<file path="src/rtl/ecsm_pkg.sv">
// Types, constants and GF(23) helper functions for the scalar multiply pipeline.
`timescale 1ns / 1ps

package ecsm_pkg;

    localparam int ELEM_W   = 5;
    localparam int SCALAR_W = 5;
    localparam int PROD_W   = 10;
    localparam int FIELD_P  = 23;

    typedef logic [ELEM_W-1:0]   elem_t;
    typedef logic [SCALAR_W-1:0] scalar_t;
    typedef logic [PROD_W-1:0]   prod_t;

    typedef struct packed {
        elem_t x;
        elem_t y;
    } point_t;

    typedef enum logic [1:0] {
        MODE_CALC,
        MODE_KEEP1,
        MODE_KEEP2,
        MODE_INF
    } mode_t;

    // One point addition lane; later stages fill in more fields.
    typedef struct packed {
        mode_t  mode;
        logic   eqx;
        point_t p1;
        point_t p2;
        elem_t  sq;
        elem_t  dy;
        elem_t  dx;
        elem_t  ty;
        elem_t  num;
        elem_t  dinv;
        elem_t  slope;
        elem_t  nx;
    } lane_t;

    typedef struct packed {
        lane_t   acc;
        lane_t   dbl;
        scalar_t scalar;
    } stage_t;

    // Payload between double-and-add steps.
    typedef struct packed {
        point_t  acc;
        point_t  pt;
        scalar_t scalar;
    } step_t;

    localparam elem_t INV_TAB [0:FIELD_P-1] = '{
        5'd0,  5'd1,  5'd12, 5'd8,  5'd6,  5'd14, 5'd4,  5'd10,
        5'd3,  5'd18, 5'd7,  5'd21, 5'd2,  5'd16, 5'd5,  5'd20,
        5'd13, 5'd19, 5'd9,  5'd17, 5'd15, 5'd11, 5'd22
    };

    // Reduce a 5-bit value into 0..22.
    function automatic elem_t red5(input elem_t v);
        elem_t r;
        r = (v >= elem_t'(FIELD_P)) ? v - elem_t'(FIELD_P) : v;
        return r;
    endfunction

    // v mod 23 for v < 1024: reciprocal estimate 89/2048, then one correction.
    function automatic elem_t mod23(input prod_t v);
        logic [16:0] t;
        prod_t       q;
        prod_t       r;
        t = 17'(v) * 17'd89;
        q = prod_t'(t[16:11]);
        r = v - q * prod_t'(FIELD_P);
        if (r >= prod_t'(FIELD_P))
        begin
            r = r - prod_t'(FIELD_P);
        end
        return elem_t'(r);
    endfunction

    function automatic elem_t fsub(input elem_t u, input elem_t v);
        elem_t r;
        r = (u >= v) ? u - v : u + elem_t'(FIELD_P) - v;
        return r;
    endfunction

    function automatic elem_t fmul(input elem_t u, input elem_t v);
        return mod23(prod_t'(u) * prod_t'(v));
    endfunction

    // Stage 1: classify, x1 squared, doubled y1, differences.
    function automatic lane_t lane_s1(input point_t p1, input point_t p2, input logic en);
        lane_t           l;
        logic            inf1;
        logic            inf2;
        logic [ELEM_W:0] y2x;
        l    = '0;
        inf1 = (p1.x == '0) && (p1.y == '0);
        inf2 = (p2.x == '0) && (p2.y == '0);
        l.p1  = p1;
        l.p2  = p2;
        l.eqx = (p1.x == p2.x);
        if (!en)
        begin
            l.mode = MODE_KEEP1;
        end
        else if (inf1)
        begin
            l.mode = MODE_KEEP2;
        end
        else if (inf2)
        begin
            l.mode = MODE_KEEP1;
        end
        else if (l.eqx && ((p1.y != p2.y) || (p1.y == '0)))
        begin
            l.mode = MODE_INF;
        end
        else
        begin
            l.mode = MODE_CALC;
        end
        // 2*y1 reaches 44, so keep the carry before reducing
        y2x  = {1'b0, p1.y} + {1'b0, p1.y};
        l.ty = (y2x >= (ELEM_W+1)'(FIELD_P)) ? elem_t'(y2x - (ELEM_W+1)'(FIELD_P))
                                             : elem_t'(y2x);
        l.sq = fmul(p1.x, p1.x);
        l.dy = fsub(p2.y, p1.y);
        l.dx = fsub(p2.x, p1.x);
        return l;
    endfunction

    // Stage 2: slope numerator and inverse of the denominator.
    function automatic lane_t lane_s2(input lane_t li, input elem_t a);
        lane_t l;
        l = li;
        if (li.eqx)
        begin
            l.num  = mod23(prod_t'(li.sq) * prod_t'(3) + prod_t'(a));
            l.dinv = INV_TAB[li.ty];
        end
        else
        begin
            l.num  = li.dy;
            l.dinv = INV_TAB[li.dx];
        end
        return l;
    endfunction

    function automatic lane_t lane_s3(input lane_t li);
        lane_t l;
        l       = li;
        l.slope = fmul(li.num, li.dinv);
        return l;
    endfunction

    function automatic lane_t lane_s4(input lane_t li);
        lane_t l;
        l    = li;
        l.nx = fsub(fsub(fmul(li.slope, li.slope), li.p1.x), li.p2.x);
        return l;
    endfunction

    // Stage 5: new y from the old x1, then pick the result by case.
    function automatic point_t lane_s5(input lane_t li);
        point_t p;
        elem_t  ny;
        ny = fsub(fmul(li.slope, fsub(li.p1.x, li.nx)), li.p1.y);
        case (li.mode)
            MODE_CALC:  p = '{x: li.nx, y: ny};
            MODE_KEEP1: p = li.p1;
            MODE_KEEP2: p = li.p2;
            MODE_INF:   p = '0;
            default:    p = '0;
        endcase
        return p;
    endfunction

endpackage

</file>
<file path="src/rtl/ecsm_step.sv">
// One double-and-add step: conditional add and doubling, five pipeline stages.
`timescale 1ns / 1ps

module ecsm_step (
    input  logic             clk,
    input  logic             rst_n,
    input  ecsm_pkg::elem_t  coeff_a,
    input  logic             in_valid,
    output logic             in_ready,
    input  ecsm_pkg::step_t  in_data,
    output logic             out_valid,
    input  logic             out_ready,
    output ecsm_pkg::step_t  out_data
);
    import ecsm_pkg::*;

    logic   v1_reg, v2_reg, v3_reg, v4_reg, v5_reg;
    logic   r1, r2, r3, r4, r5;
    stage_t s1_reg, s2_reg, s3_reg, s4_reg;
    stage_t s1_next, s2_next, s3_next, s4_next;
    step_t  s5_reg, s5_next;

    // stage advances when empty or when the next one advances
    assign r5 = !v5_reg || out_ready;
    assign r4 = !v4_reg || r5;
    assign r3 = !v3_reg || r4;
    assign r2 = !v2_reg || r3;
    assign r1 = !v1_reg || r2;
    assign in_ready = r1;

    always_comb
    begin
        s1_next.acc    = lane_s1(in_data.acc, in_data.pt, in_data.scalar[0]);
        s1_next.dbl    = lane_s1(in_data.pt, in_data.pt, 1'b1);
        s1_next.scalar = in_data.scalar >> 1;

        s2_next        = s1_reg;
        s2_next.acc    = lane_s2(s1_reg.acc, coeff_a);
        s2_next.dbl    = lane_s2(s1_reg.dbl, coeff_a);

        s3_next        = s2_reg;
        s3_next.acc    = lane_s3(s2_reg.acc);
        s3_next.dbl    = lane_s3(s2_reg.dbl);

        s4_next        = s3_reg;
        s4_next.acc    = lane_s4(s3_reg.acc);
        s4_next.dbl    = lane_s4(s3_reg.dbl);

        s5_next.acc    = lane_s5(s4_reg.acc);
        s5_next.pt     = lane_s5(s4_reg.dbl);
        s5_next.scalar = s4_reg.scalar;
    end

    always_ff @(posedge clk or negedge rst_n)
    begin
        if (!rst_n)
        begin
            v1_reg <= 1'b0;
            v2_reg <= 1'b0;
            v3_reg <= 1'b0;
            v4_reg <= 1'b0;
            v5_reg <= 1'b0;
        end
        else
        begin
            if (r1)
            begin
                v1_reg <= in_valid;
            end
            if (r2)
            begin
                v2_reg <= v1_reg;
            end
            if (r3)
            begin
                v3_reg <= v2_reg;
            end
            if (r4)
            begin
                v4_reg <= v3_reg;
            end
            if (r5)
            begin
                v5_reg <= v4_reg;
            end
        end
    end

    always_ff @(posedge clk)
    begin
        if (r1)
        begin
            s1_reg <= s1_next;
        end
        if (r2)
        begin
            s2_reg <= s2_next;
        end
        if (r3)
        begin
            s3_reg <= s3_next;
        end
        if (r4)
        begin
            s4_reg <= s4_next;
        end
        if (r5)
        begin
            s5_reg <= s5_next;
        end
    end

    assign out_valid = v5_reg;
    assign out_data  = s5_reg;

endmodule

</file>
<file path="config.mk">
export PLATFORM = sky130hd
export DESIGN_NAME = ecsm_step
export DESIGN_NICKNAME = d
export VERILOG_FILES = /design/src/rtl/ecsm_pkg.sv /design/src/rtl/ecsm_step.sv
export SDC_FILE = /design/constraint.sdc
export NUM_CORES = 1
export LEC_CHECK = 0
export BUFFER_PORTS_ARGS = -buffer_cell sky130_fd_sc_hd__clkbuf_2
export CORE_ASPECT_RATIO = 1.75
export CORE_MARGIN = 2
export CORE_UTILIZATION = 55
export CTS_BUF_LIST = sky130_fd_sc_hd__clkbuf_2
export DETAILED_ROUTE_END_ITERATION = 6
export PLACE_DENSITY = 0.74
export SYNTH_ARGS = -nofsm -noshare
export SYNTH_HDL_FRONTEND = slang
export SYNTH_SLANG_ARGS = --single-unit
export TNS_END_PERCENT = 30
</file>
<file path="constraint.sdc">
create_clock -name clk -period 12.95 [get_ports clk]
set_input_delay 2.59 -clock clk [delete_from_list [all_inputs] [get_ports clk]]
set_output_delay 2.59 -clock clk [all_outputs]
set_load 0.02 [all_outputs]
</file>
## Yosys cells after proc, flatten, opt, wreduce, memory -nomap -nowiden

Memories as Yosys holds them, arrays and structs flattened. A register that Yosys moved wholly into a read port is not among the register bits.
Cells that the tools add are included.

| word-level totals | value |
|---|---|
| register bits after elaboration | 217 |
| ROM bits | 480 |
| input port bits | 34 |
| output and inout bits | 27 |
| logic and storage cells | 232 |
| memories kept | 3 |

| cells by class | value |
|---|---|
| add/sub/neg operators | 56 |
| multipliers | 30 |
| $lt $le $gt $ge | 24 |
| eq/ne operators | 8 |
| mux-type cells | 33 |
| bitwise operators | 3 |
| reduce and logical (&&, ||, !) cells | 21 |

Memories:

| name | depth | width | read ports | clocked after Yosys merged registers in | wr ports | RTL line | RTL |
|---|---|---|---|---|---|---|---|
| (no name shown) | 32 | 5 | 1 | 1 | 0 | ecsm_pkg.sv:143 | `l.dinv = INV_TAB[li.ty];` |
| (no name shown) | 32 | 5 | 1 | 0 | 0 | ecsm_pkg.sv:148 | `l.dinv = INV_TAB[li.dx];` |
| (no name shown) | 32 | 5 | 1 | 0 | 0 | ecsm_pkg.sv:143 |  |

Operators by type and width:

| kind | count |
|---|---|
| multiplier 10 x 7 -> 17 bit (second input constant) | 8 |
| two-way mux 5 bit | 26 |
| greater-or-equal comparator 10 x 5 -> 1 bit (second input constant) | 10 |
| subtractor 5 bit | 20 |
| multiplier 5 x 5 -> 10 bit | 8 |
| multiplier 6 x 5 -> 10 bit (second input constant) | 8 |
| subtractor 10 bit | 8 |
| subtractor 5 bit (second input constant) | 12 |
| adder 5 bit (second input constant) | 10 |
| greater-or-equal comparator 5 bit | 10 |
| one-hot mux 10 bit (4 select lines) | 1 |
| multiplier 8 x 7 -> 15 bit (second input constant) | 2 |
| one-hot mux 10 bit (3 select lines) | 1 |
| zero test 5 bit | 4 |
| subtractor 8 x 9 -> 10 bit | 2 |
| multiplier 4 x 5 -> 9 bit (second input constant) | 2 |
| NOT 5 -> 6 bit | 3 |
| adder 7 x 5 -> 8 bit | 2 |
| multiplier 5 x 2 -> 7 bit (second input constant) | 2 |
| adder 5 x 5 -> 6 bit | 2 |
| greater-or-equal comparator 6 x 5 -> 1 bit (second input constant) | 2 |
| greater-or-equal comparator 6 bit (second input constant) | 2 |
| two-way mux 10 bit | 1 |
| equality test 2 bit (second input constant) | 4 |
| 9 further kinds | 25 |

## Depth between registers and ports, before layout

| depth | value |
|---|---|
| depth in word-level cells | 13 |
| gate-level depth with buffers | 65 |
| mapped depth without buffers | 62 |

## Worst setup path after synthesis

Ideal clock, no wire load.

| timing path | value |
|---|---|
| kind | register to register |
| start point | reg, netlist name s4_reg[114] |
| end point | reg s5_reg (netlist bit out_data[9]), data pin |
| setup time | 0.267 ns |
| arrival time | 13.123 ns |
| data required time | 12.683 ns |
| setup slack | -0.440 ns |
| cell stages (with the launch flop) | 60 |
| buffers on the path | 1 |
| clock period less this slack | 13.390 ns |
| path through | edfxtp_1 > ha_1 > fa_1 > a31o_2 > a21oi_1 > xnor2_1 > a21oi_1 > xnor2_1 > nand2_1 > fa_1 > fa_1 > fa_1 > inv_1 > ha_1 > a21o_1 > a21oi_1 > xnor2_1 > inv_1 > [... 24 more ...] > nor3_1 > o21ai_0 > a211oi_1 > o221a_2 > nand2_1 > mux2_2 > ha_1 > fa_1 > a31oi_1 > a21oi_1 > o21ai_0 > nand2b_1 > clkbuf_1 > nand3_1 > o21ai_0 > xnor2_1 > nand2_1 > o21ai_0 |

RTL lines:

| element | RTL line | RTL |
|---|---|---|
| end signal, assigned | ecsm_step.sv:109 | `s5_reg <= s5_next;` |
| end, declared | ecsm_step.sv:21 | `step_t s5_reg, s5_next;` |

==> flow_summary.toml <==
[outcome]
status = "complete, but fails checks"
violations = "setup timing"

[synth]
synthCells = 3876
ys_seq_area_frac = 0.178
synth_xor_area_frac = 0.0704
synth_compound_area_frac = 0.110
ys.flop_type = "edfxtp_1"
synthDistinctLibCells = 84
synth.area.mux_share = 0.0124
synth-seq-cells = 218
synth.cell_area_um2 = 36700
synth-edff-count = 213
async_flop_share = 0.0229
synthAdderAreaFrac = 0.444
syn_area_per_cell_um2 = 9.48
yosysWarningCount = 0
synth_top_family_by_area = "adder cells"
synth-simple-area-share = 0.0999

[routing]
drtAntennaViolNets = 0
drtPass1Iterations = 5
via_count = 27700
drt_iter0_markers = 929
drc = 0
drt-total-wl_um = 77900
routedWlPerCell_um = 15.2
via_per_inst = 5.42

[critical_path]
r2r_slack_ps = -50
arrival_ps = 13550
path_class = "flip-flop to flip-flop"
path_max_fanout = 5
critPathLaunchType = "flip-flop"
max_stage_delay_ps = 550
slowest_stage = "fa_1"
endpoint_kind = "flip-flop"
crit_path_frequent_cell = "fa_1"
worst_ep_required_time_ps = 13500

[finish]
final_core_utilization = 0.624
fillCellCount = 5527
drive_gt1_frac = 0.139
syn_to_final_growth_pct = 12.6
layout.nets = 5333
largest_reg_flops = 55

[sta]
grt_setup_unrepaired = "yes"
setup_viol = 5
skew_ps = 74.0
fmax_mhz = 76.9
slew_violations = 0
finalHoldViolCount = 0
fin_crit_ps = 13000
period_share = 1.00
relSlewSlack = 0.224
worst_pin_slew_ps = 1160
setup_slack_ps = -50.7

[floorplanning]
die_area_um2 = 69000
io_pins = 61
die_w_um = 199
die_h_um = 346
coreArea_um2 = 66300
initial_utilization = 0.554
rows = 125

[global_routing]
track_usage = 0.227
antenna_found_initial = 4
grt_max_degree = 51
grt_overflow = 0
grt_pass1_vias = 29400
grt_pass1_wl_um = 129000

[hold_path]
min-delay-path-class = "flip-flop to flip-flop"

[cts]
postCtsHoldBufs = 0
clockBufferDepth = 3
cts.clk_slew.worst_paths_ps = 110
cts.sinks = 218
cts_tree = "yes"
worst_skew_pair.late_latency_ps = 890
root_buffer = "clkbuf_2"
cts_buffers = 55
h-tree-depth = 2

[placed_design]
port_buffers = 59
routabilityCongestion = 0.891
dp_hpwl_um = 65300

[job]
drv_cap = 0
==> area by class of cell <==
| cell class | instances | area (µm²) | share of cell area |
|---|---|---|---|
| tap | 889 | 1110 | 0.0269 |
| clock inverter | 34 | 282 | 0.00681 |
| inverter | 798 | 3000 | 0.0724 |
| multi-input combinational | 2830 | 28200 | 0.682 |
| sequential | 218 | 6520 | 0.158 |
| antenna | 2 | 5.00 | 0.000121 |
| clock buffer | 66 | 330 | 0.00799 |
| timing repair buffer | 270 | 1910 | 0.0461 |
==> worst max-delay path, delay by kind of cell (launching register included) <==
| kind | cells | cell delay (ps) |
|---|---|---|
| compound gates | 17 | 2910 |
| xor+xnor | 5 | 800 |
| fa+ha+maj | 17 | 6160 |
| buf+inv | 9 | 530 |
| flops | 1 | 410 |
| mux | 2 | 640 |
| simple gates | 7 | 1270 |
==> final timing paths <==
kind | startpoint | to | depth (start not counted)
hold reg to reg | s4_reg[0] | out_data[0] | 0
setup / recovery | s4_reg[114] | out_data[6] | 57
setup reg to reg | s4_reg[114] | out_data[6] | 57
hold / removal | s4_reg[0] | out_data[0] | 0
min in group asynchronous | rst_n | out_valid | 1
max in group asynchronous | rst_n | v2_reg | 1
==> cells by family (layout without fill, tap and decap cells) <==
| group | after synthesis | in the layout |
|---|---|---|
| xor+xnor | 284 | 284 |
| fa+ha+maj | 1126 | 1126 |
| other cells | 1 | 7 |
| buf+inv | 832 | 1168 |
| mux | 43 | 43 |
| simple gates | 743 | 743 |
| flops | 218 | 218 |
| compound gates | 629 | 629 |
==> routing by layer <==
metal | global-route usage | part of all wire | vias up
met5 | 0 | 0.00033 | -
met4 | 0.0945 | 0.045 | 4
met3 | 0.0256 | 0.032 | 217
met2 | 0.460 | 0.57 | 471
met1 | 0.226 | 0.35 | 13400
li1 | - | - | 13600
==> cells in the mapped netlist (5+ instances only) <==
cell       number  area [µm²]
a21oi_1       186         931
inv_1         798        3000
o31ai_1         7        52.6
o21bai_1       26         195
nand3_1        42         210
a22oi_1         5        37.5
o221ai_1        6        52.6
o21a_1         19         143
a2111oi_0       5        43.8
nor4_1         12        75.1
nand3b_1       10        75.1
dfrtp_1         5         125
a211oi_1       17         128
a21o_1         78         586
nand2_1       175         657
edfxtp_1      213        6400
a31o_2         11        96.3
nor2_1        200         751
fa_1          297        5950
nor3_1         47         235
o2111ai_1       7        61.3
and2_1         82         513
a31oi_1        33         206
xnor2_1       175        1530
a221oi_1        6        52.6
a211o_1         6        52.6
o21ai_0       140         701
a311oi_1        5        43.8
and3_1          9        56.3
nand2b_1       49         307
mux2_2         20         225
or3_1           9        56.3
o41ai_1         5        43.8
mux2i_1        23         230
xor2_1        101         885
or2_2          12        75.1
nor2b_1        56         350
xnor3_1         6         135
a41oi_1         5        43.8
nand4_1        15        93.8
clkbuf_1       30         113
ha_1          829       10400
o211ai_1       13        97.6
nor3b_1         6        45.0
==> through the flow <==
step                area (µm²)  instances  TNS [ps]  hold WS (ps)  setup slack, ps
finish                   41400       5107      -196           386            -50.7
floorplan                36800       3880      -125           400            -76.6
CTS                      40200       5079         0           362            0.987
global placement         39400       4963      -595           402             -170
global route             41400       5107     -4210           385             -560
detailed placement       39400       4963     -3880           405             -612
==> cell usage in the layout, fill, tap and decap left out, types with 22 or more instances in the layout <==
cell        n
inv_1     770
a21oi_1   161
a21o_1     78
clkbuf_2  125
a21oi_2    22
nor3_1     45
ha_1      787
inv_2      28
o21ai_0   114
and2_1     81
nor2_1    191
xnor2_1   157
buf_4     204
a31oi_1    30
ha_4       34
nor2b_1    54
o21bai_1   24
edfxtp_1  213
nand2b_1   49
nand2_1   169
mux2i_1    23
xor2_1     97
nand3_1    40
fa_1      292
==> repair_timing <==
| action | CTS | global route |
|---|---|---|
| pin swaps | 24 | 126 |
| setup buffers | 16 | 27 |
| hold endpoints to repair | 0 | 0 |
| gates resized for setup | 25 | 195 |
| endpoints found under the setup margin | 10 | 20 |
Power is left out: the tool's default activity adds up to more than one toggle a clock period on the data nets, which glitch-free logic cannot reach.
